## config.mk

```make
export PLATFORM = sky130hd
export DESIGN_NAME = prsu_emitter
export DESIGN_NICKNAME = d
export VERILOG_FILES = /design/src/rtl/core/prsu_pkg.sv /design/src/rtl/core/prsu_emitter.sv
export SDC_FILE = /design/constraint.sdc
export NUM_CORES = 1
export LEC_CHECK = 0
export BUFFER_PORTS_ARGS = -buffer_cell sky130_fd_sc_hd__buf_2
export CAP_MARGIN = 20
export CORE_UTILIZATION = 37
export DETAILED_ROUTE_END_ITERATION = 10
export PLACE_DENSITY = 0.61
export SYNTH_ARGS = -nofsm -noshare
export SYNTH_HDL_FRONTEND = slang
export SYNTH_SLANG_ARGS = --single-unit
```

## constraint.sdc

```tcl
create_clock -name clk -period 3.35 [get_ports clk]
set_input_delay 0.5025 -clock clk [delete_from_list [all_inputs] [get_ports clk]]
set_output_delay 0.5025 -clock clk [all_outputs]
set_load 0.02 [all_outputs]
```

## src/rtl/core/prsu_pkg.sv

```systemverilog
// ----------------------------------------------------------------------------
// prsu_pkg: shared definitions for the PNG row sample unpacker
// Register indexes, mode, depth, opcode and channel codes, and the sample descriptor passed
// from the sampler to the emitter.
// ----------------------------------------------------------------------------
package prsu_pkg;

	localparam int MAX_WIDTH_DEF     = 8192;
	localparam int PALETTE_DEPTH_DEF = 256;
	localparam int ROW_LIMIT         = 8192;

	localparam int CFG_IDX_W = 2;
	localparam int CFG_DATA_W = 14;

	localparam logic [CFG_IDX_W-1:0] CFG_COLOR_MODE   = 2'd0;
	localparam logic [CFG_IDX_W-1:0] CFG_DEPTH_CODE   = 2'd1;
	localparam logic [CFG_IDX_W-1:0] CFG_IMAGE_WIDTH  = 2'd2;
	localparam logic [CFG_IDX_W-1:0] CFG_IMAGE_HEIGHT = 2'd3;

	localparam logic [2:0] MODE_GREY       = 3'd0;
	localparam logic [2:0] MODE_GREY_ALPHA = 3'd1;
	localparam logic [2:0] MODE_TRUE       = 3'd2;
	localparam logic [2:0] MODE_TRUE_ALPHA = 3'd3;
	localparam logic [2:0] MODE_INDEXED    = 3'd4;

	localparam logic [2:0] DEPTH_1  = 3'd0;
	localparam logic [2:0] DEPTH_2  = 3'd1;
	localparam logic [2:0] DEPTH_4  = 3'd2;
	localparam logic [2:0] DEPTH_8  = 3'd3;
	localparam logic [2:0] DEPTH_16 = 3'd4;

	localparam logic OP_PALETTE = 1'b0;
	localparam logic OP_DATA    = 1'b1;

	localparam logic [1:0] CH_RED   = 2'd0;
	localparam logic [1:0] CH_GREEN = 2'd1;
	localparam logic [1:0] CH_BLUE  = 2'd2;

	typedef struct packed {
		logic [15:0] value;
		logic [1:0]  channel;
		logic [12:0] column;
		logic [12:0] row;
		logic        eor;
		logic        eoi;
		logic        last;
		logic        indexed;
		logic        oob;
	} dsc_t;

endpackage

```

## src/rtl/core/prsu_emitter.sv

```systemverilog
// ----------------------------------------------------------------------------
// prsu_emitter: sample stage and output register
// Turns one sample descriptor into one result, or three palette components
// for indexed samples, and drives the output channel.
// ----------------------------------------------------------------------------
module prsu_emitter (
	input  logic           clk,
	input  logic           arst_n,
	input  logic           dsc_valid,
	output logic           dsc_ready,
	input  prsu_pkg::dsc_t dsc,
	input  logic [23:0]    ram_rd_data,
	output logic           out_valid,
	input  logic           out_ready,
	output logic [15:0]    sample_value,
	output logic [1:0]     channel,
	output logic [12:0]    column,
	output logic [12:0]    row_number,
	output logic           end_of_row,
	output logic           end_of_image,
	output logic           last_of_run
);

	import prsu_pkg::*;

	logic        valid_s2;
	dsc_t        dsc_s2;
	logic [1:0]  comp_q;

	logic        out_valid_q;
	logic [15:0] value_q;
	logic [1:0]  channel_q;
	logic [12:0] column_q;
	logic [12:0] row_q;
	logic        eor_q;
	logic        eoi_q;
	logic        last_q;

	logic        out_free;
	logic        step;
	logic        s2_last;
	logic [7:0]  comp_val;
	logic [15:0] res_value;
	logic [1:0]  res_channel;

	assign out_free  = !out_valid_q || out_ready;
	assign step      = valid_s2 && out_free;
	assign s2_last   = !dsc_s2.indexed || (comp_q == CH_BLUE);
	assign dsc_ready = !valid_s2 || (step && s2_last);

	always_comb begin
		unique case (comp_q)
			CH_RED:   comp_val = ram_rd_data[23:16];
			CH_GREEN: comp_val = ram_rd_data[15:8];
			default:  comp_val = ram_rd_data[7:0];
		endcase
		if (dsc_s2.indexed) begin
			res_value   = dsc_s2.oob ? 16'd0 : {8'd0, comp_val};
			res_channel = comp_q;
		end else begin
			res_value   = dsc_s2.value;
			res_channel = dsc_s2.channel;
		end
	end

	always_ff @(posedge clk or negedge arst_n) begin
		if (!arst_n) begin
			valid_s2    <= 1'b0;
			comp_q      <= CH_RED;
			out_valid_q <= 1'b0;
		end else begin
			if (dsc_ready) begin
				valid_s2 <= dsc_valid;
				comp_q   <= CH_RED;
			end else if (step) begin
				comp_q <= 2'(comp_q + 2'd1);
			end
			if (step) begin
				out_valid_q <= 1'b1;
			end else if (out_ready) begin
				out_valid_q <= 1'b0;
			end
		end
	end

	always_ff @(posedge clk) begin
		if (dsc_valid && dsc_ready) begin
			dsc_s2 <= dsc;
		end
		if (step) begin
			value_q   <= res_value;
			channel_q <= res_channel;
			column_q  <= dsc_s2.column;
			row_q     <= dsc_s2.row;
			eor_q     <= dsc_s2.eor && s2_last;
			eoi_q     <= dsc_s2.eoi && s2_last;
			last_q    <= dsc_s2.last && s2_last;
		end
	end

	assign out_valid    = out_valid_q;
	assign sample_value = value_q;
	assign channel      = channel_q;
	assign column       = column_q;
	assign row_number   = row_q;
	assign end_of_row   = eor_q;
	assign end_of_image = eoi_q;
	assign last_of_run  = last_q;

endmodule
```

After elaboration in Yosys (flattened, before gate mapping). Cells that the tools add are included.

Flip-flop bits (word level): 100. Output and inout port bits: 49. Word-level logic and storage cells: 45.

Add/subtract/negate cells: 1. Eq/ne operators: 2. Muxes and demuxes: 8. Reductions and logical operators: 15.

Operator list (number): 16-bit 2-to-1 mux (1); 8-bit one-hot mux with 2 select lines (1); 8-bit 2-to-1 mux (1); 1-bit logical AND (6); 2-bit 2-to-1 mux (3); 2-bit nonzero test (2); 1-bit zero test (3); 1-bit logical OR (3); 2-bit by 1-bit adder with 2-bit output (second input constant) (1); 2-bit by 1-bit equality test with 1-bit output (second input constant) (1); 2-bit equality test (second input constant) (1); 2-bit zero test (1); 1-bit 2-to-1 mux (2).

Longest topological paths before layout. Gate-level depths: netlist of the first run.

Word-level depth: 6. Gate-level depth with buffers: 6. Depth with buffers taken out: 5.

Worst setup path after synthesis of the first run. Ideal clock, no wire load.

Path kind: flip-flop to flip-flop. Start: reg comp_q[0]. End: reg dsc_s2[0] (netlist name) (enable). Setup time: 0.412 ns. Arrival: 2.136 ns. Required time: 2.938 ns. Path slack: 0.803 ns. Stages on the path, launching flop included: 6. Buffers on the path: 0. Period minus slack after synthesis: 2.547 ns. Cells stage by stage: dfrtp_1 -> inv_1 -> ha_1 -> nand2b_1 -> a21bo_4 -> and2_1.

Cells in the longest elaborated chain, start to end: 5.

Ends and longest elaborated chain: start: declaration (line prsu_emitter.sv:28) `logic [1:0] comp_q;`; start signal: assignment (line prsu_emitter.sv:76) `comp_q <= 2'(comp_q + 2'd1);`; 2-bit equality test (line prsu_emitter.sv:48) `assign s2_last = !dsc_s2.indexed || (comp_q == CH_BLUE);`; 1-bit logical OR (line prsu_emitter.sv:48); 1-bit logical AND (line prsu_emitter.sv:49) `assign dsc_ready = !valid_s2 || (step && s2_last);`; 1-bit logical OR (line prsu_emitter.sv:49); named net dsc_ready (line prsu_emitter.sv:10) `output logic dsc_ready,`; 1-bit logical AND (line prsu_emitter.sv:87) `if (dsc_valid && dsc_ready) begin`; end signal: assignment (line prsu_emitter.sv:88) `dsc_s2 <= dsc;`; end: declaration (line prsu_emitter.sv:27) `dsc_t dsc_s2;`.

The timed path passes the listed nets, and every way through them passes these cells. A chain may end at the register's enable or synchronous reset.

Final worst setup path of the first run.
Start: reg comp_q[0]. End: out dsc_ready.

Cells in the longest elaborated chain, start to end: 4.

Ends and longest elaborated chain (line): 2-bit equality test (prsu_emitter.sv:48); 1-bit logical OR (prsu_emitter.sv:48); 1-bit logical AND (prsu_emitter.sv:49); 1-bit logical OR (prsu_emitter.sv:49); end: declaration (prsu_emitter.sv:10).

Every way passes these cells.

==> results of run 1 <==
[per-stage QoR]
stage                     total power [mW]  std cells  hold slack, ns
final                                 2.75        417           0.315
after detailed placement              2.08        400           0.314
after global routing                  2.89        417           0.276
after global placement                2.07        400           0.309
after CTS                             2.79        417           0.292
after floorplan                       1.90        169           0.207
[final cells by class]
class                           count  area, µm²
Clock buffer                       10        128
Timing Repair Buffer              129        671
Inverter                           10       37.5
Clock inverter                      6       56.3
Sequential cell                   100       2980
Tap cell                          108        135
Multi-Input combinational cell     54        404
Fill cell                         762       4480
[report_power, final]
| part | internal (mW) | total [mW] | switching, mW |
|---|---|---|---|
| Sequential | 1.54 | 1.58 | 0.0377 |
| Combinational | 0.174 | 0.464 | 0.290 |
| Clock | 0.286 | 0.708 | 0.422 |
| Total | 2.00 | 2.75 | 0.750 |
[logic make-up (layout without fill, tap and decap cells)]
family / after synthesis / count (layout) / share of synthesized area
flops: 100 / 100 / 0.865
compound gates: 25 / 25 / 0.0511
simple gates: 23 / 23 / 0.0450
buf+inv: 15 / 155 / 0.0189
fa+ha+maj: 3 / 3 / 0.0109
mux: 3 / 3 / 0.00943
[registers in the layout, indices dropped and copies added, names as in the netlist]
| signal | flops |
|---|---|
| last_of_run | 1 |
| end_of_row | 1 |
| out_valid | 1 |
| comp_q | 2 |
| row_number | 13 |
| column | 13 |
| dsc_s2 | 49 |
| sample_value | 16 |
| channel | 2 |
| valid_s2 | 1 |
| end_of_image | 1 |
[final timing paths]
check                        endpoint  slack, ns  depth (start not counted)
setup / recovery            dsc_ready       1.20                          5
hold / removal             dsc_s2[21]       0.31                          1
setup reg to reg            dsc_s2[2]       1.24                          6
hold reg to reg             column[1]       0.42                          0
max in group asynchronous    valid_s2       2.76                          2
min in group asynchronous   comp_q[0]       0.48                          2
[worst max-delay path: stages, from the launching register on]
cell	delay, ns
dfrtp_1	0.42
inv_1	0.08
ha_1	0.20
nand2b_1	0.19
a21bo_4	0.25
buf_2	0.16
[metal layers]
layer	track usage	vias to the layer above
li1	-	911
met1	0.148	854
met2	0.219	61
met3	0.0468	11
met4	0.0689	0
met5	0	-
[Yosys cell counts, types with 2 or more instances]
library cell   n  area [µm²]
nor2_1         2        7.51
mux2_2         2        22.5
dfrtp_1        4         100
edfxtp_1      96        2880
a21oi_1        8        40.0
ha_1           3        37.5
a22o_1         8        70.1
buf_2          4        20.0
and2_1         6        37.5
inv_1         10        37.5
nand2b_1       4        25.0
o22ai_1        8        50.1
nor2b_1        8        50.1
[repair_timing]
action,CTS,global route
buffers inserted,0,0
hold buffers,1,0
endpoints found under the hold margin,4,0
==> flow_summary.toml, run 1 <==
[critical_path]
critical_path_required_ns = 2.85
crit_start = "comp_q[0]"
r2r_start = "comp_q[0]"
critPathKind = "reg -> out"
start_kind = "flop"
critPathCaptureType = "output port"
crit_path_max_fanout = 5
arrival_ns = 1.65

[place]
io_buffer_count = 125
finalWeightedCongestion = 0.725
dp_hpwl_mm = 4.45
dp_slack_ns = 1.21
placed_area_um2 = 4220

[synthesis]
syn_inst = 169
syn-num-nets = 249
syn_area_um2 = 3450
yosysWarnings = 0
ys_ff_latch = 100
synth.distinct_cells = 19
syn_avg_cell_area_um2 = 20.4
synthArstFlopShare = 0.0400
yosysSeqAreaShare = 0.865
synth_edf_count = 96
ys.flop_type = "edfxtp_1"

[detailed_routing]
dr.pass1.iters = 4
vias = 1837
dr_wl_met3_um = 380
routed_wl_mm = 6.05
vias_per_cell = 4.41
drc = 0
highest_layer = "met4"
met1Wirelength_mm = 2.51
met2_length_mm = 3.04
drt-initial-drc-count = 47
routedWlPerCell_um = 14.5
final_antenna_net_count = 0

[sta]
timing.setup.tns_ns = 0
hold_viol_final = 0
rsz0062_at_grt = "false"
achievable-frequency_mhz = 466
relSlewSlack = 0.598
fin_skew_ns = 0.00916
final.min_clock_period_ns = 2.15
period_share = 0.641
worst_pin_slew_ns = 0.603
setup_viol = 0
layout_setup_ws_ns = 1.20
slew_violations = 0

[pwr]
power_density_nw_per_um2 = 623
p_leak_nw = 1.79
peakVddDrop_mv = 0.256

[global_route]
grt_max_degree = 27
antenna_found_initial = 0
grt_pass1_wl_mm = 9.32
overflow = 0
grt_pass1_vias = 1847
grt_usage = 0.131

[clock_tree]
cts_resized = 0
cts-buffers-inserted = 9
cts_buffer_depth = 2
cts_root_buf = "clkbuf_8"
numClockSinks = 100
clock_latency_ns = 0.35
clk_pin_slew_ns = 0.10
h-tree-depth = 3
cts_tree = "done"

[layout]
final_core_util = 0.496
drive_gt1_frac = 0.489
mostFrequentLayoutCells = "125 x buf_2, 96 x edfxtp_1, 10 x inv_1"
nNetsFinal = 384
final_common_cell = "buf_2"
syn2layout_area_growth_pct = 28.0
fin_area_um2 = 4410
antenna_cells = 0

[floorplan]
die-area_um2 = 9710
dieWidth_um = 98.6
start_util = 0.388
io_pins = 126
rows = 34
die_h_um = 98.6
core_area_um2 = 8890

[job]
maxCapViolCount = 0

[outcome]
run_status = "finished clean"

[min_path]
min_from = "dsc[21]"
min_path_type = "in -> reg"
Power figures use the tool's default switching activity.
==> run 2: changes to the inputs <==
--- a/config.mk
+++ b/config.mk
@@ -5,11 +5,12 @@
 export SDC_FILE = /design/constraint.sdc
 export NUM_CORES = 1
 export LEC_CHECK = 0
+export ABC_AREA = 1
 export BUFFER_PORTS_ARGS = -buffer_cell sky130_fd_sc_hd__buf_2
 export CAP_MARGIN = 20
 export CORE_UTILIZATION = 37
 export DETAILED_ROUTE_END_ITERATION = 10
-export PLACE_DENSITY = 0.61
+export PLACE_DENSITY = 0.6
 export SYNTH_ARGS = -nofsm -noshare
 export SYNTH_HDL_FRONTEND = slang
 export SYNTH_SLANG_ARGS = --single-unit
==> constraint.sdc (replaced) <==
create_clock -name clk -period 2 [get_ports clk]
set_input_delay 0.3 -clock clk [delete_from_list [all_inputs] [get_ports clk]]
set_output_delay 0.3 -clock clk [all_outputs]
set_load 0.02 [all_outputs]
==> run 2 against run 1 <==
  * Largest cell class unchanged
  * Cell area rose by 4.8%
  * Combinational power rose by 68%
  * Clock power rose by 69%
  * Core utilization barely moved
  * Synthesized area rose by 4.5%
  * Power rose by 68%
  * First-iteration DRC count rose by 26%
  * Clock skew rose by 0.00072 ns
  * Sequential share of layout area fell by 3.1 points
  * Cell count rose by 20%
  * Count of clock-buffer cells in the layout fell by 1
==> flow_summary.toml, run 2 <==
[clock_tree]
clock_latency_ns = 0.36
numClockSinks = 100
cts_root_buf = "clkbuf_8"
cts_tree = "done"
cts_setup_buffers = 0
clk_pin_slew_ns = 0.10
cts_buffer_depth = 2
cts-buffers-inserted = 9
h-tree-depth = 3

[global_route]
antenna_found_initial = 2
grt_usage = 0.129
use_met2 = 0.217
overflow = 0
grt_max_degree = 50
grtUsageMet3 = 0.0458
grt_pass1_wl_mm = 9.43
use_met1 = 0.146
grt_pass1_vias = 2044
globalRoute.busiestLayer = "met2"

[detailed_routing]
vias = 2114
drc = 0
vias_per_cell = 4.22
final_antenna_net_count = 0
dr.pass1.iters = 6
routed_wl_mm = 6.29
drt-initial-drc-count = 59
routedWlPerCell_um = 12.6

[synthesis]
yosys-top-cells-area = "edfxtp_1 80%, nand2_1 7.5%, inv_1 2.8%, dfrtp_1 2.8%, nor2_1 1.4%"
syn_avg_cell_area_um2 = 15.6
ys.flop_type = "edfxtp_1"
synth.distinct_cells = 17
synthArstFlopShare = 0.0400
syn_area_um2 = 3600
syn_inst = 231
synth_top_area_frac = 0.800
synth.most_common_cell = "edfxtp_1"
yosysSeqAreaShare = 0.828
yosysWarnings = 0
syn-num-nets = 311
ys_ff_latch = 100
yosysTopAreaCell = "edfxtp_1"
ys_top_cells_by_count = "96 x edfxtp_1, 72 x nand2_1, 27 x inv_1"
synth_edf_count = 96

[floorplan]
io_pins = 126
dieWidth_um = 101
die_h_um = 101
core_area_um2 = 9330
die-area_um2 = 10100
start_util = 0.386
rows = 35

[pwr]
power_density_nw_per_um2 = 996
power_mw = 4.61
peakVddDrop_mv = 0.484
p_leak_nw = 2.02

[critical_path]
critPathCaptureType = "output port"
arrival_ns = 1.45
r2r_cells = 7
crit_path_max_fanout = 4
r2r_start = "comp_q[1]"
start_kind = "flop"
critPathKind = "reg -> out"
crit_start = "comp_q[0]"
critical_path_required_ns = 1.70

[sta]
achievable-frequency_mhz = 570
final.min_clock_period_ns = 1.75
rsz0062_at_grt = "false"
whs_ns = 0.109
relSlewSlack = 0.689
setup_viol = 0
timing.setup.tns_ns = 0
fin_skew_ns = 0.00988
slew_violations = 0
hold_viol_final = 0
worst_pin_slew_ns = 0.467
period_share = 0.877

[place]
io_buffer_count = 125
dp_hpwl_mm = 4.50
placed_area_um2 = 4430
finalWeightedCongestion = 0.737

[outcome]
run_status = "finished clean"

[layout]
nFillCells = 821
antenna_cells = 0
register_area_um2 = 2980
regMostFlops = "dsc_s2"
mostFrequentLayoutCells = "125 x buf_2, 96 x edfxtp_1, 72 x nand2_1"
fin_area_um2 = 4630
final_common_cell = "buf_2"
multiInputGateArea_um2 = 500
drive_gt1_frac = 0.425
syn2layout_area_growth_pct = 28.4
largest_reg_flops = 49
nNetsFinal = 447

[job]
maxCapViolCount = 0

[min_path]
hold_depth = 1
min_path_type = "in -> reg"
min_from = "dsc[16]"
run 2: layout make-up:
type                       instances  share of cell area
timing repair buffer             129               0.148
multi-input combinational         99               0.108
clock buffer                       9              0.0268
inverter                          28              0.0238
sequential                       100               0.645
tap                              129              0.0349
clock inverter                     7              0.0141
run 2: path summary, 6_finish.rpt:
path,endpoint,slack [ns]
max,dsc_ready,0.25
min,dsc_s2[16],0.11
max reg2reg,sample_value[5],0.38
min reg2reg,row_number[5],0.42
max in group asynchronous,comp_q[1],1.62
min in group asynchronous,out_valid,0.26
run 2: timing repair:
action	CTS	global route
hold buffers	1	0
hold endpoints to repair	4	0
gates resized for setup	0	0
run 2: report_power, final:
part / total [mW] / switching (mW) / internal (mW) / leakage [nW]
logic: 0.780 / 0.517 / 0.263 / 0.959
clock network: 1.20 / 0.718 / 0.485 / 0.0995
registers: 2.63 / 0.0641 / 2.56 / 0.966
total: 4.61 / 1.30 / 3.31 / 2.02
run 2: critical path, stage by stage (launching register included):
cell	delay, ns
dfrtp_1	0.42
inv_2	0.11
ha_4	0.14
inv_2	0.04
nand2_4	0.06
nand2_4	0.07
nand2_4	0.09
buf_2	0.17
run 2: kinds of logic after synthesis:
kind of cell	Yosys count	synth area share
buffers and inverters	32	0.0420
AND/OR/NAND/NOR	91	0.111
flip-flops	100	0.828
adder cells (fa/ha/maj)	3	0.0104
AO/OA/AOI/OAI	5	0.00902
run 2: through the flow:
step | instances | utilization | worst slack (ns)
final | 501 | 0.496 | 0.245
after CTS | 501 | 0.496 | 0.218
after detailed placement | 484 | 0.475 | 0.372
after floorplan | 231 | - | -0.0229
after global routing | 501 | 0.496 | 0.180
after global placement | 484 | 0.475 | 0.398
run 2: layer usage:
| metal | vias to the layer above | wire length, µm |
|---|---|---|
| met5 | - | 13 |
| met4 | 2 | 45 |
| met3 | 10 | 494 |
| met2 | 81 | 3210 |
| met1 | 971 | 2520 |
| li1 | 1050 | - |
