--- config.mk ---
export PLATFORM = sky130hd
export DESIGN_NAME = prsu_sampler
export DESIGN_NICKNAME = d
export VERILOG_FILES = /design/src/rtl/core/prsu_pkg.sv /design/src/rtl/core/prsu_sampler.sv
export SDC_FILE = /design/constraint.sdc
export NUM_CORES = 1
export LEC_CHECK = 0
export ABC_AREA = 1
export ABC_CLOCK_PERIOD_IN_PS = 10000
export BUFFER_PORTS_ARGS = -buffer_cell sky130_fd_sc_hd__buf_2
export CAP_MARGIN = 20
export CELL_PAD_IN_SITES_DETAIL_PLACEMENT = 1
export CELL_PAD_IN_SITES_GLOBAL_PLACEMENT = 2
export CORE_ASPECT_RATIO = 1.75
export CORE_MARGIN = 4
export CORE_UTILIZATION = 30
export CTS_BUF_LIST = sky130_fd_sc_hd__clkbuf_8
export DETAILED_ROUTE_END_ITERATION = 12
export GPL_TIMING_DRIVEN = 0
export HOLD_SLACK_MARGIN = 0.02
export PLACE_DENSITY = 0.79
export RECOVER_POWER = 100
export SYNTH_ARGS = -nofsm -noshare
export SYNTH_HDL_FRONTEND = slang
export SYNTH_SLANG_ARGS = --single-unit
export TNS_END_PERCENT = 30
--- constraint.sdc ---
create_clock -name clk -period 10 [get_ports clk]
set_clock_uncertainty 0.1 [all_clocks]
set_input_delay 2 -clock clk [delete_from_list [all_inputs] [get_ports clk]]
set_output_delay 2 -clock clk [all_outputs]
set_load 0.01 [all_outputs]
--- src/rtl/core/prsu_pkg.sv ---
// ----------------------------------------------------------------------------
// prsu_pkg: shared definitions for the PNG row sample unpacker
// Register indexes, mode, depth, opcode and channel codes, and the sample descriptor passed
// from the sampler to the emitter.
// ----------------------------------------------------------------------------
package prsu_pkg;

	localparam int MAX_WIDTH_DEF     = 8192;
	localparam int PALETTE_DEPTH_DEF = 256;
	localparam int ROW_LIMIT         = 8192;

	localparam int CFG_IDX_W = 2;
	localparam int CFG_DATA_W = 14;

	localparam logic [CFG_IDX_W-1:0] CFG_COLOR_MODE   = 2'd0;
	localparam logic [CFG_IDX_W-1:0] CFG_DEPTH_CODE   = 2'd1;
	localparam logic [CFG_IDX_W-1:0] CFG_IMAGE_WIDTH  = 2'd2;
	localparam logic [CFG_IDX_W-1:0] CFG_IMAGE_HEIGHT = 2'd3;

	localparam logic [2:0] MODE_GREY       = 3'd0;
	localparam logic [2:0] MODE_GREY_ALPHA = 3'd1;
	localparam logic [2:0] MODE_TRUE       = 3'd2;
	localparam logic [2:0] MODE_TRUE_ALPHA = 3'd3;
	localparam logic [2:0] MODE_INDEXED    = 3'd4;

	localparam logic [2:0] DEPTH_1  = 3'd0;
	localparam logic [2:0] DEPTH_2  = 3'd1;
	localparam logic [2:0] DEPTH_4  = 3'd2;
	localparam logic [2:0] DEPTH_8  = 3'd3;
	localparam logic [2:0] DEPTH_16 = 3'd4;

	localparam logic OP_PALETTE = 1'b0;
	localparam logic OP_DATA    = 1'b1;

	localparam logic [1:0] CH_RED   = 2'd0;
	localparam logic [1:0] CH_GREEN = 2'd1;
	localparam logic [1:0] CH_BLUE  = 2'd2;

	typedef struct packed {
		logic [15:0] value;
		logic [1:0]  channel;
		logic [12:0] column;
		logic [12:0] row;
		logic        eor;
		logic        eoi;
		logic        last;
		logic        indexed;
		logic        oob;
	} dsc_t;

endpackage

--- src/rtl/core/prsu_sampler.sv ---
// ----------------------------------------------------------------------------
// prsu_sampler: input register and per-sample position tracking
// Holds one input beat, splits data bytes into samples one per cycle when not
// stalled, tracks channel, column, row, and issues palette writes and reads.
// ----------------------------------------------------------------------------
module prsu_sampler #(
	parameter int MAX_WIDTH = prsu_pkg::MAX_WIDTH_DEF,
	parameter int PALETTE_DEPTH = prsu_pkg::PALETTE_DEPTH_DEF,
	localparam int AW = $clog2(PALETTE_DEPTH)
) (
	input  logic                 clk,
	input  logic                 arst_n,
	input  logic                 in_valid,
	output logic                 in_ready,
	input  logic                 opcode,
	input  logic [7:0]           data_byte,
	input  logic [7:0]           entry_index,
	input  logic [7:0]           entry_red,
	input  logic [7:0]           entry_green,
	input  logic [7:0]           entry_blue,
	input  logic [2:0]           color_mode,
	input  logic [2:0]           depth_code,
	input  logic [13:0]          image_width,
	input  logic [13:0]          image_height,
	input  logic                 dsc_ready,
	output logic                 dsc_valid,
	output prsu_pkg::dsc_t       dsc,
	output logic                 ram_wr_en,
	output logic [AW-1:0]        ram_wr_addr,
	output logic [23:0]          ram_wr_data,
	output logic                 ram_rd_en,
	output logic [AW-1:0]        ram_rd_addr
);

	import prsu_pkg::*;

	localparam int WEFF  = (MAX_WIDTH < 16383) ? MAX_WIDTH : 16383;
	localparam int COL_W = (WEFF > 1) ? $clog2(WEFF) : 1;
	localparam logic [16:0] PD17 = 17'(PALETTE_DEPTH);
	localparam logic [8:0]  PD9  = 9'(PALETTE_DEPTH);

	logic             in_valid_s1;
	logic             in_op_s1;
	logic [7:0]       in_byte_s1;
	logic [7:0]       in_idx_s1;
	logic [23:0]      in_rgb_s1;

	logic [2:0]       smp_q;
	logic [7:0]       hold_q;
	logic             phase_q;
	logic [1:0]       chan_q;
	logic [COL_W-1:0] col_q;
	logic [12:0]      row_q;

	logic [2:0]       nch;
	logic [1:0]       used;
	logic             has_alpha;
	logic             indexed;
	logic             is16;
	logic [2:0]       k_last;
	logic [2:0]       shamt;
	logic [7:0]       shifted;
	logic [15:0]      sample;

	logic [13:0]      w_eff;
	logic [13:0]      w_m1_full;
	logic [COL_W-1:0] w_m1;
	logic [13:0]      h_eff;
	logic [13:0]      h_m1_full;
	logic [12:0]      h_m1;
	logic [1:0]       nch_m1;
	logic [1:0]       ch_c;
	logic [COL_W-1:0] col_c;
	logic [12:0]      row_c;
	logic [15:0]      col_wide;

	logic             pix_end;
	logic             row_close;
	logic [1:0]       ch_n;
	logic [COL_W-1:0] col_n;
	logic [12:0]      row_n;

	logic             is_data;
	logic             hi_byte;
	logic             take;
	logic             byte_last;
	logic             done;
	logic             fire;
	logic             emit;
	logic             eor;
	logic             eoi;
	logic             last_res;

	always_comb begin
		nch       = 3'd1;
		used      = 2'd1;
		has_alpha = 1'b0;
		indexed   = 1'b0;
		unique case (color_mode)
			MODE_GREY_ALPHA: begin
				nch       = 3'd2;
				has_alpha = 1'b1;
			end
			MODE_TRUE: begin
				nch  = 3'd3;
				used = 2'd3;
			end
			MODE_TRUE_ALPHA: begin
				nch       = 3'd4;
				used      = 2'd3;
				has_alpha = 1'b1;
			end
			MODE_INDEXED: begin
				indexed = 1'b1;
			end
			default: begin
				nch = 3'd1;
			end
		endcase
	end

	always_comb begin
		is16   = 1'b0;
		k_last = 3'd0;
		shamt  = 3'd0;
		unique case (depth_code)
			DEPTH_1: begin
				k_last = 3'd7;
				shamt  = smp_q;
			end
			DEPTH_2: begin
				k_last = 3'd3;
				shamt  = {smp_q[1:0], 1'b0};
			end
			DEPTH_4: begin
				k_last = 3'd1;
				shamt  = {smp_q[0], 2'b00};
			end
			DEPTH_16: begin
				is16 = 1'b1;
			end
			default: begin
				k_last = 3'd0;
			end
		endcase
	end

	assign shifted = in_byte_s1 << shamt;

	always_comb begin
		unique case (depth_code)
			DEPTH_1:  sample = {15'd0, shifted[7]};
			DEPTH_2:  sample = {14'd0, shifted[7:6]};
			DEPTH_4:  sample = {12'd0, shifted[7:4]};
			DEPTH_16: sample = {hold_q, in_byte_s1};
			default:  sample = {8'd0, in_byte_s1};
		endcase
	end

	always_comb begin
		w_eff = (image_width == 14'd0) ? 14'd1 : image_width;
		if (w_eff > 14'(WEFF)) begin
			w_eff = 14'(WEFF);
		end
		w_m1_full = w_eff - 14'd1;
		w_m1      = w_m1_full[COL_W-1:0];

		h_eff = (image_height == 14'd0) ? 14'd1 : image_height;
		if (h_eff > 14'(ROW_LIMIT)) begin
			h_eff = 14'(ROW_LIMIT);
		end
		h_m1_full = h_eff - 14'd1;
		h_m1      = h_m1_full[12:0];

		nch_m1 = 2'(nch - 3'd1);
		ch_c   = ({1'b0, chan_q} >= nch) ? nch_m1 : chan_q;
		col_c  = (col_q > w_m1) ? w_m1 : col_q;
		row_c  = (row_q > h_m1) ? h_m1 : row_q;
	end

	assign col_wide  = 16'(col_c);
	assign pix_end   = (ch_c == nch_m1);
	assign row_close = pix_end && (col_c == w_m1);
	assign ch_n      = pix_end ? 2'd0 : 2'(ch_c + 2'd1);
	assign col_n     = pix_end ? ((col_c == w_m1) ? '0 : COL_W'(col_c + 1'b1)) : col_c;
	assign row_n     = row_close ? ((row_c == h_m1) ? 13'd0 : 13'(row_c + 13'd1)) : row_c;

	assign is_data   = (in_op_s1 == OP_DATA);
	assign hi_byte   = is16 && !phase_q;
	assign take      = is_data && !hi_byte;
	assign byte_last = (smp_q == k_last);
	assign done      = !is_data || hi_byte || byte_last || row_close;
	assign fire      = in_valid_s1 && dsc_ready;
	assign emit      = (ch_c < used);
	assign eor       = (col_c == w_m1) && (ch_c == 2'(used - 2'd1));
	assign eoi       = eor && (row_c == h_m1);
	assign last_res  = done || (has_alpha && (ch_c == 2'(used - 2'd1))
		&& ((3'(smp_q + 3'd1) == k_last) || (col_c == w_m1)));

	assign in_ready  = !in_valid_s1 || (fire && done);
	assign dsc_valid = fire && take && emit;

	assign dsc.value   = sample;
	assign dsc.channel = ch_c;
	assign dsc.column  = col_wide[12:0];
	assign dsc.row     = row_c;
	assign dsc.eor     = eor;
	assign dsc.eoi     = eoi;
	assign dsc.last    = last_res;
	assign dsc.indexed = indexed;
	assign dsc.oob     = ({1'b0, sample} >= PD17);

	assign ram_rd_en   = dsc_valid && indexed;
	assign ram_rd_addr = sample[AW-1:0];
	assign ram_wr_en   = fire && !is_data && ({1'b0, in_idx_s1} < PD9);
	assign ram_wr_addr = in_idx_s1[AW-1:0];
	assign ram_wr_data = in_rgb_s1;

	always_ff @(posedge clk or negedge arst_n) begin
		if (!arst_n) begin
			in_valid_s1 <= 1'b0;
			smp_q       <= 3'd0;
			hold_q      <= 8'd0;
			phase_q     <= 1'b0;
			chan_q      <= 2'd0;
			col_q       <= '0;
			row_q       <= 13'd0;
		end else begin
			if (in_ready) begin
				in_valid_s1 <= in_valid;
			end
			if (fire) begin
				smp_q <= done ? 3'd0 : 3'(smp_q + 3'd1);
				if (is_data) begin
					if (hi_byte) begin
						hold_q  <= in_byte_s1;
						phase_q <= 1'b1;
					end else begin
						phase_q <= 1'b0;
					end
				end
				if (take) begin
					chan_q <= ch_n;
					col_q  <= col_n;
					row_q  <= row_n;
				end
			end
		end
	end

	always_ff @(posedge clk) begin
		if (in_valid && in_ready) begin
			in_op_s1   <= opcode;
			in_byte_s1 <= data_byte;
			in_idx_s1  <= entry_index;
			in_rgb_s1  <= {entry_red, entry_green, entry_blue};
		end
	end

endmodule

=== After elaboration in Yosys (flattened, before gate mapping) ===
Cells that the tools add are included.

* Flip-flop bits (word level): 82
* Latch bits: 0
* Bits in writable memories: 0
* Memory bits (read-only): 0
* Input port bits: 79
* Word-level logic and storage cells: 94
* Memories kept: 0

* $add $sub $neg: 8
* Multipliers: 0
* Divide/modulo/power cells: 0
* $lt $le $gt $ge: 7
* Equality and inequality tests: 13
* Shift-type cells: 1
* Muxes and demuxes: 22
* Bitwise operators: 0
* Reductions and logical operators: 32

{| class="wikitable"
|+ Operator list
! cell !! count
|-
| 13-bit 2-to-1 mux || 8
|-
| 16-bit one-hot mux with 4 select lines || 1
|-
| 14-bit greater-than comparator, second input constant || 2
|-
| 14-bit zero test || 2
|-
| 14-bit 2-to-1 mux || 2
|-
| 3-bit one-hot mux with 3 select lines || 3
|-
| 13-bit by 1-bit adder with 13-bit output, second input constant || 2
|-
| 13-bit equality test || 2
|-
| 13-bit greater-than comparator || 2
|-
| 13-bit by 1-bit subtractor with 13-bit output, second input constant || 2
|-
| 16-bit by 9-bit greater-or-equal comparator with 1-bit output, second input constant || 1
|-
| 1-bit logical AND || 14
|-
| 3-bit by 2-bit equality test with 1-bit output, second input constant || 3
|-
| 8-bit by 3-bit left shift with 8-bit output || 1
|-
| 3-bit by 1-bit equality test with 1-bit output, second input constant || 2
|-
| 3-bit equality test || 2
|-
| 3-bit equality test, second input constant || 2
|-
| 1-bit logical OR || 6
|-
| 2-bit 2-to-1 mux || 3
|-
| 2-bit equality test || 2
|-
| 1-bit zero test || 4
|-
| 1-bit 2-to-1 mux || 4
|-
| 2-bit AND reduction || 2
|-
| 2-bit OR reduction || 2
|-
| 8 further kinds || 9
|}

=== Longest topological paths before layout ===
Gate-level depths: netlist (run 1).

* Depth in word-level cells: 13
* Depth in mapped cells: 42
* Depth with buffers taken out: 41

=== Least setup slack after synthesis (run 1) ===
No wires, ideal clock.

* Path kind: input -> output
* Start: input port image_height[4]
* End: output port dsc[3] (netlist bit)
* Arrival: 6.203 ns
* Data required time: 7.900 ns
* Path slack: 1.697 ns
* Stages: 35
* Buffers on the path: 2
* Cells stage by stage: buf_2 nor2_1 nand2_1 nor2_1 nand2_1 nand3_2 nor2_1 nor2_1 nor2_1 inv_1 ha_1 inv_1 nor2_1 inv_1 a21oi_2 nand4_1 nand2_1 inv_1 ha_1 nand2_1 nor2_1 nand3_1 o21bai_1 nand2_1 nand2_2 o21ai_1 xnor2_1 inv_1 nand3_1 nor2_2 nand2_1 nor2_1 nand2_1 nor4_1 buf_4

{| class="wikitable"
|+ RTL lines
! what !! line !! RTL
|-
| start, declared || prsu_sampler.sv:24 || <nowiki>input logic [13:0] image_height,</nowiki>
|-
| end, declared || prsu_sampler.sv:27 || <nowiki>output prsu_pkg::dsc_t dsc,</nowiki>
|}

=== Final worst setup path (run 1) ===
* Start: input port image_height[2]
* End: output port dsc[3] (netlist bit)

* Longest elaborated chain between the ends: 9

{| class="wikitable"
|+ RTL lines
! what !! line !! RTL
|-
| 14-bit zero test || prsu_sampler.sv:168 || <nowiki>h_eff = (image_height == 14'd0) ? 14'd1 : image_height;</nowiki>
|-
| 14-bit 2-to-1 mux (*) || prsu_sampler.sv:168 ||
|-
| 14-bit greater-than comparator || prsu_sampler.sv:169 || <nowiki>if (h_eff > 14'(ROW_LIMIT)) begin</nowiki>
|-
| 13-bit 2-to-1 mux (*) || prsu_sampler.sv:169 ||
|-
| 13-bit by 1-bit subtractor with 13-bit output (*) || prsu_sampler.sv:172 || <nowiki>h_m1_full = h_eff - 14'd1;</nowiki>
|-
| 13-bit greater-than comparator || prsu_sampler.sv:178 || <nowiki>row_c = (row_q > h_m1) ? h_m1 : row_q;</nowiki>
|-
| 13-bit 2-to-1 mux || prsu_sampler.sv:178 ||
|-
| 13-bit equality test (*) || prsu_sampler.sv:196 || <nowiki>assign eoi = eor && (row_c == h_m1);</nowiki>
|-
| 1-bit logical AND (*) || prsu_sampler.sv:196 ||
|}

Every way passes the cells marked *; elsewhere a longest branch is shown, timed or not.

==> results by group, run 1 <==
Logic synthesis
  – Synth area leader: nand2_1
  – Top cells by area, synth: nand2_1 18%, edfxtp_1 17%, dfrtp_1 15%, inv_1 7.9%, ha_1 6.2%
  – Mux contribution to synthesized area: 0
  – Syn. warnings: 0
  – Avg Cell Area, Syn: approximately 7 µm²
  – Mapped Nets: 1149
  – Post-synthesis compound-gate area fraction: 0.108
  – Async SR Flop Fraction: 0.500
  – Sequential fraction of the synthesis area: 0.320
  – Main combinational cell family by area after synthesis: simple AND/OR/NAND/NOR gates
  – Post-Synth Adder-Cell Area: 0.0621
  – Syn Inst Count: about 1000
  – Post-synth EDFFs: 41
  – Yosys top cell area share: 0.176
  – Synth Flop Type: edfxtp_1
  – Distinct cell type count after synthesis: 57
  – Mapped cell area: 7050 µm²
  – Simple-Gate Fraction of Synth Area: 0.363
  – Flops & latches, synth: between 80 and 90
  – XOR/XNOR Fraction of Synth Area: 0.0298

Pwr
  – Cell Pwr Density: about 230 nW/µm²
  – P_leak: 4.27 nW
  – Peak VDD IR: about 0.15 mV

CTS
  – Clock Path Buffers: 2
  – Clk_lat worst skew: 0.40 ns
  – Clk root buf: clkbuf_8
  – Clk slew on worst S/H paths: 0.09 ns
  – CTS buffer count: 9
  – Sink Count: just over 80
  – Hold-fix buffers, CTS: 0
  – CTS H-tree lvls: 3
  – CTS tree: built

Floorplan
  – Die height: about 210 µm
  – Row cnt: 74
  – Core area: about 23000 µm²
  – Die Area: roughly 26000 µm²
  – I/O pins: 172
  – Die Wd: 124 µm
  – Initial Util: 0.303

GRT
  – Gr usage total: 0.191
  – Vias in the first global route: 7841
  – First-pass GRT wire length: 38800 µm
  – GR Overflow Total: 0
  – Initial antenna violation count: 0
  – Pin count of the biggest net entering global routing: 42

Placement
  – Detail Placement HPWL: 20600 µm
  – Dpl cell area: 8310 µm²
  – GP Congestion: ~0.81
  – I/O Buffers: 169

Drt
  – Iteration-0 DRC Markers: 150
  – DRC Markers: 0
  – First-pass iteration count of the detailed router: 4
  – Vias per inst: between 4 and 5
  – DRT antenna net count: 0
  – Vias: roughly 7400
  – Avg WL per Cell: 16.1 µm
  – Total Routed Length: 24600 µm

STA
  – Relative slew slack: -0.166
  – Slew @ Worst Pin: 1.75 ns
  – Fmax: 0.104 GHz
  – Unrepaired setup endpoints after global routing: no
  – Final-report setup violation count: 0
  – Final setup TNS: 0 ns
  – Slew Limit Fails: 61
  – Fin crit period: about 9.6 ns
  – Crit share post-route: 0.963
  – Final Hold Fails: 0

Hold path
  – Hold Startpoint: in_byte_s1[1]
  – Hold depth: 2
  – Hold WC Path Type: flop to flop
  – Worst-case hold path end point: hold_q[1]

Finish
  – Area grow syn2layout: 18.8%
  – Final-layout fill cell count: 3095
  – Most frequent cells in the layout: 331 x nand2_1, 148 x inv_1, 102 x nor2_1, 95 x buf_2, 93 x clkbuf_1
  – Final instance area: 8380 µm²
  – Share of layout cells above drive strength 1: 0.148
  – # diodes: 0
  – Commonest non-fill, non-tap cell in the layout: nand2_1
  – NumNets Final: 1332

Setup path
  – Delay-heaviest family, CP: simple AND/OR/NAND/NOR gates
  – Arrival @ worst endpoint: ~7.5 ns
  – CP max FO: 10
  – RR Startpoint: col_q[4]
  – Bufs and invs on worst path: 8
  – Worst path required time: about 7.9 ns
  – Critical path capture point type: primary output
  – CP peak stage delay: 0.32 ns
  – Worst setup SP type: primary input
  – Reg2Reg Setup Slack: 4.20 ns
  – Cell repeated most along the worst path: nand2_1
  – R2R Path End: ram_wr_data[22]
  – Crit Path Class: primary input to primary output
  – Critical path's slowest cell: nor4_2
  – Reg2Reg Depth: 19

Status
  – Failing checks: capacitance limit, slew limit
  – Status: complete, but fails checks

Job
  – Max-cap check violation count: 2
[flip-flops by register name, indices dropped and copies added, names as in the netlist]
register and cells:
hold_q 8, ram_wr_data 24, in_valid_s1 1, ram_wr_addr 8
in_byte_s1 8, in_op_s1 1, smp_q 3, row_q 13
col_q 13, chan_q 2, phase_q 1
[per-layer routing]
| layer | wire, µm | track usage | vias up |
|---|---|---|---|
| met5 | 0 | 0 | - |
| met1 | 8330 | 0.176 | 3500 |
| li1 | - | - | 3705 |
| met3 | 758 | 0.0257 | 48 |
| met4 | 948 | 0.0915 | 0 |
| met2 | 14500 | 0.392 | 144 |
[worst max path at each step]
stage                    startpoint      to  depth (start not counted)  slack [ns]
floorplan           image_height[4]  dsc[3]                         35        1.70
global placement    image_height[2]  dsc[3]                         36       -0.47
detailed placement  image_height[2]  dsc[3]                         36       -0.50
CTS                 image_height[2]  dsc[3]                         37       0.004
global route        image_height[2]  dsc[3]                         37       0.006
finish              image_height[2]  dsc[3]                         37        0.37
[layout make-up]
class / count / area (µm²) / area share
Tap cell: 304 / 380 / 0.0454
Timing Repair Buffer: 172 / 763 / 0.0911
Clock inverter: 7 / 76.3 / 0.00911
Sequential cell: 82 / 2260 / 0.269
Multi-Input combinational cell: 759 / 3960 / 0.473
Clock buffer: 9 / 124 / 0.0148
Buffer: 35 / 216 / 0.0258
Inverter: 159 / 598 / 0.0714
[stage by stage]
stage	setup slack [ns]	total power [mW]	hold slack [ns]	util	instances
final	0.374	1.95	0.415	0.361	1527
after detailed placement	-0.503	1.76	0.396	0.358	1509
after floorplan	1.70	1.34	0.355	-	1035
after CTS	0.00394	2.03	0.423	0.367	1525
after global routing	0.00584	2.16	0.446	0.361	1527
after global placement	-0.469	1.73	0.390	0.356	1508
[worst reg2reg max path, delay by kind of cell (launching register included)]
kind            cells  cell delay [ns]
compound gates      3             1.12
fa+ha+maj           1             0.32
buf+inv             3             1.89
flops               1             0.43
simple gates       12             1.52
[power breakdown]
part | internal (mW) | switching [mW] | total, mW
combinational | 0.399 | 0.811 | 1.21
sequential | 0.435 | 0.0520 | 0.487
clock | 0.0997 | 0.154 | 0.254
[kinds of logic (layout without fill, tap and decap cells)]
group | Yosys count | in the layout
simple gates | 586 | 586
buf+inv | 194 | 382
compound gates | 114 | 114
xor+xnor | 24 | 24
flops | 82 | 82
fa+ha+maj | 35 | 35
[cell usage after synthesis, drive strengths merged, types with 9 or more instances]
cell      n
nand3    87
xor2     17
a21oi    22
nand4    24
edfxtp   41
ha       35
nor2    113
dfrtp    41
o21ai    42
inv     156
o22ai    14
nand2   338
buf      28
nor3      9
[timing repair]
item | in CTS | in global routing
endpoints found under the setup margin | 1 | 1
pin swaps | 0 | 1
setup buffers | 0 | 1
gates resized for setup | 7 | 2
Power figures use the tool's default switching activity.
==> run 2: changes to the inputs <==
- ABC_AREA: 1 -> unset
- CORE_UTILIZATION: 30 -> 33
==> run 2 against run 1 <==
  * Largest power group unchanged
  * Hold slack worse by 0.027 ns
  * Die area is 9.5% lower
  * First-iteration DRC count is 110% higher
  * Critical path depth is 19 lower
  * Combinational power is 58% lower
  * Cell count is 19% lower
  * Register-to-register slack better by 1.0 ns
  * Flip-flop and latch count stayed put
  * The run still ends with capacitance limit, slew limit left
  * Synthesized area is 0.98% lower
==> results by group, run 2 <==
Pwr
  – Combinational power share: 0.422 (-0.198)
  – Power Internal: 0.697 mW (-25%)
  – P_leak: 3.41 nW (-20%)
  – Switch share: 0.419 (-0.102)
  – Cell Pwr Density: 146 nW/µm² (-37%)
  – Clk network pwr share: 0.190 (+0.060)
  – Psw: 0.503 mW (-51%)
  – Peak VDD IR: 0.0630 mV (-58%)
  – Reg power frac: 0.388 (+0.138)
  – Overall Power: 1.20 mW (-38%)

Setup path
  – Cell repeated most along the worst path: clkbuf_1
  – Critical path capture point type: primary output
  – Arrival @ worst endpoint: 7.57 ns (+0.04 ns)
  – Bufs and invs on worst path: 5 (-3)
  – CP max FO: 10 (unchanged)
  – CP peak stage delay: 0.75 ns (+0.43 ns)
  – Delay-heaviest family, CP: compound AO/OA/AOI/OAI gates
  – Worst setup SP type: primary input
  – Worst path required time: 7.90 ns (about the same)
  – Crit Path Class: primary input to primary output
  – Worst path cell trace: buf_2, or4_1, clkbuf_1, nor4_1, a21oi_1, or2_2, ha_1, clkbuf_1, a221oi_1, ha_1, nand3_1, or4_1, o221ai_1, a21oi_2, clkbuf_1, nor2_1, a21oi_1, buf_2
  – Critical path's slowest cell: a221oi_1

Logic synthesis
  – Most common library cells after synthesis: 66 x nor2_1, 62 x nand2_1, 53 x a21oi_1
  – Most common cell in the netlist: nor2_1
  – Sequential fraction of the synthesis area: 0.323 (+0.00315)
  – Distinct cell type count after synthesis: 81 (+42%)
  – Top cells by area, synth: edfxtp_1 18%, dfrtp_1 15%, ha_1 6.3%, xnor2_1 4.5%, a21oi_1 3.8%
  – Synth area leader: edfxtp_1
  – Async SR Flop Fraction: 0.500 (unchanged)
  – Post-synth EDFFs: 41 (unchanged)
  – Avg Cell Area, Syn: 8.72 µm² (+28%)
  – Syn Inst Count: 801 (-23%)
  – Flops & latches, synth: 82 (unchanged)
  – Yosys top cell area share: 0.176 (+0.000656)
  – Synth Flop Type: edfxtp_1
  – Mapped Nets: 915 (-20%)
  – Mapped cell area: 6980 µm² (-0.98%)
  – Syn. warnings: 0 (unchanged)

Finish
  – Max FFs per register: 24 (unchanged)
  – Final-layout fill cell count: 2611 (-16%)
  – Layout Utilization: 0.396 (+0.0351)
  – Area grow syn2layout: 18.1%
  – Most frequent cells in the layout: 110 x buf_2, 83 x clkbuf_1, 66 x nor2_1, 62 x nand2_1, 52 x a21oi_1
  – Multi-input gate area: 4330 µm² (+9.2%)
  – Share of layout cells above drive strength 1: 0.187 (+0.0385)
  – Commonest non-fill, non-tap cell in the layout: buf_2
  – NumNets Final: 1090 (-18%)
  – FF/Latch Area: 2260 µm² (unchanged)

Floorplan
  – Row cnt: 70 (-5.4%)
  – Core area: 20800 µm² (-10%)
  – Die Wd: 118 µm (-4.8%)
  – Initial Util: 0.335 (+0.0316)
  – Die Area: 23600 µm² (-9.5%)
  – Die height: 200 µm (-4.9%)
  – I/O pins: 172 (unchanged)

STA
  – Unrepaired setup endpoints after global routing: yes
  – Relative slew slack: -0.318 (-0.152)
  – Fmax: 0.103 GHz (-0.42%)
  – Slew @ Worst Pin: 1.98 ns (+0.228 ns)
  – Final Hold Fails: 0 (unchanged)
  – Slew Limit Fails: 33 (-46%)
  – Fin crit period: 9.67 ns (+0.0402 ns)
  – Final-report setup violation count: 0 (unchanged)
  – Crit share post-route: 0.967 (+0.00402)

GRT
  – First-pass GRT wire length: 40700 µm (+4.8%)
  – GR Overflow Total: 0 (unchanged)
  – Gr usage total: 0.216 (+0.0246)
  – Vias in the first global route: 7368 (-6.0%)
  – Pin count of the biggest net entering global routing: 42 (unchanged)
  – Initial antenna violation count: 3 (+3)

Drt
  – Iteration-0 DRC Markers: 319 (+110%)
  – Avg WL per Cell: 20.8 µm (+29%)
  – First-pass iteration count of the detailed router: 4 (unchanged)
  – Vias: 6884 (-6.9%)
  – DRT antenna net count: 0 (unchanged)
  – Vias per inst: 5.57 (+15%)
  – Total Routed Length: 25700 µm (+4.7%)
  – DRC Markers: 0 (unchanged)

Placement
  – Detail Placement HPWL: 21300 µm (+3.1%)
  – I/O Buffers: 161 (-4.7%)
  – GP Congestion: 0.901 (+11%)

CTS
  – Clk root buf: clkbuf_8
  – CTS tree: built
  – Hold-fix buffers, CTS: 0 (unchanged)
  – Clk_lat worst skew: 0.37 ns (-0.03 ns)
  – CTS H-tree lvls: 3 (unchanged)
  – Clock Path Buffers: 2 (unchanged)
  – Sink Count: 82 (unchanged)
  – CTS buffer count: 9 (unchanged)
  – Clk slew on worst S/H paths: 0.08 ns (about the same)

Status
  – Failing checks: capacitance limit, slew limit
  – Status: complete, but fails checks

Job
  – Max-cap check violation count: 1 (-1)

Hold path
  – Hold WC Path Type: flop to flop
run 2: cell count changes after synthesis, sizes merged, moves of 19 or more:
cell,change
nand3,-68
nor2,-47
nand2,-276
xnor2,+29
clkbuf,+19
inv,-110
a21oi,+31
run 2: kinds of logic (layout without fill, tap and decap cells):
group | after synthesis | in the layout | share of synthesized area
simple gates | 311 | 311 | 0.243
compound gates | 206 | 206 | 0.207
buf+inv | 93 | 273 | 0.0582
flops | 82 | 82 | 0.323
xor+xnor | 44 | 44 | 0.0552
fa+ha+maj | 35 | 35 | 0.0627
mux | 30 | 30 | 0.0507
other cells | 0 | 3 | 0
run 2: timing repair:
item	in CTS	in global routing
gates cloned	0	0
pin swaps	0	0
setup buffers	0	0
gates resized for setup	1	8
endpoints found under the setup margin	10	17
run 2: per-stage QoR:
| stage | hold WS, ns | setup WS [ns] | cell area (µm²) | setup TNS, ns | instances |
|---|---|---|---|---|---|
| 2_1_floorplan | 0.342 | 1.64 | 6980 | 0 | 801 |
| 3_3_place_gp | 0.363 | -0.111 | 8100 | -0.314 | 1214 |
| 3_5_place_dp | 0.367 | -0.165 | 8110 | -0.645 | 1215 |
| 4_1_cts | 0.389 | 0.0341 | 8300 | 0 | 1231 |
| 5_1_grt | 0.413 | -0.0532 | 8250 | -0.0980 | 1236 |
| 6_report | 0.387 | 0.334 | 8250 | 0 | 1236 |
run 2: worst reg2reg max path: stages, from the launching register on:
cell,delay (ns)
dfrtp_1,0.44
ha_1,0.36
a211o_1,0.31
a21oi_1,0.24
o211ai_1,0.19
o21ai_2,0.42
clkbuf_1,0.44
clkbuf_2,0.35
nor2_1,0.08
a21oi_1,0.28
ha_1,0.28
o211ai_1,0.25
nor3_1,0.48
nand3_1,0.15
xor2_1,0.17
o21ai_0,0.14
run 2: area by class of cell:
cell class                      instances  area share
Tap cell                              252      0.0382
Buffer                                 47      0.0287
Clock inverter                          7     0.00668
Timing Repair Buffer                  164      0.0909
Clock buffer                            9      0.0150
Antenna cell                            3    0.000910
Inverter                               46      0.0209
Sequential cell                        82       0.274
Multi-Input combinational cell        626       0.525
run 2: per-layer routing:
layer  wire length [µm]  vias up  global-route usage
met4               1370        0               0.113
met3                648       67              0.0265
li1                   -     3318                   -
met2              14500      151               0.430
met5                  0        -                   0
met1               9170     3348               0.213
run 2: power by group through the flow:
| stage | combinational, mW | clock (mW) | sequential [mW] |
|---|---|---|---|
| floorplan | 0.336 | 0 | 0.454 |
| global placement | 0.507 | 0 | 0.471 |
| detailed placement | 0.515 | 0 | 0.472 |
| CTS | 0.518 | 0.236 | 0.465 |
| global route | 0.567 | 0.252 | 0.473 |
| finish | 0.506 | 0.228 | 0.465 |
run 2: worst paths after layout:
check | end | startpoint | slack (ns) | depth (start not counted)
min in group asynchronous | hold_q[6] | arst_n | 1.49 | 1
hold reg to reg | hold_q[1] | hold_q[1] | 0.39 | 2
setup reg to reg | col_q[12] | col_q[12] | 5.24 | 15
max in group asynchronous | row_q[0] | arst_n | 6.07 | 2
hold / removal | hold_q[1] | hold_q[1] | 0.39 | 2
setup / recovery | dsc[8] | image_height[2] | 0.33 | 18
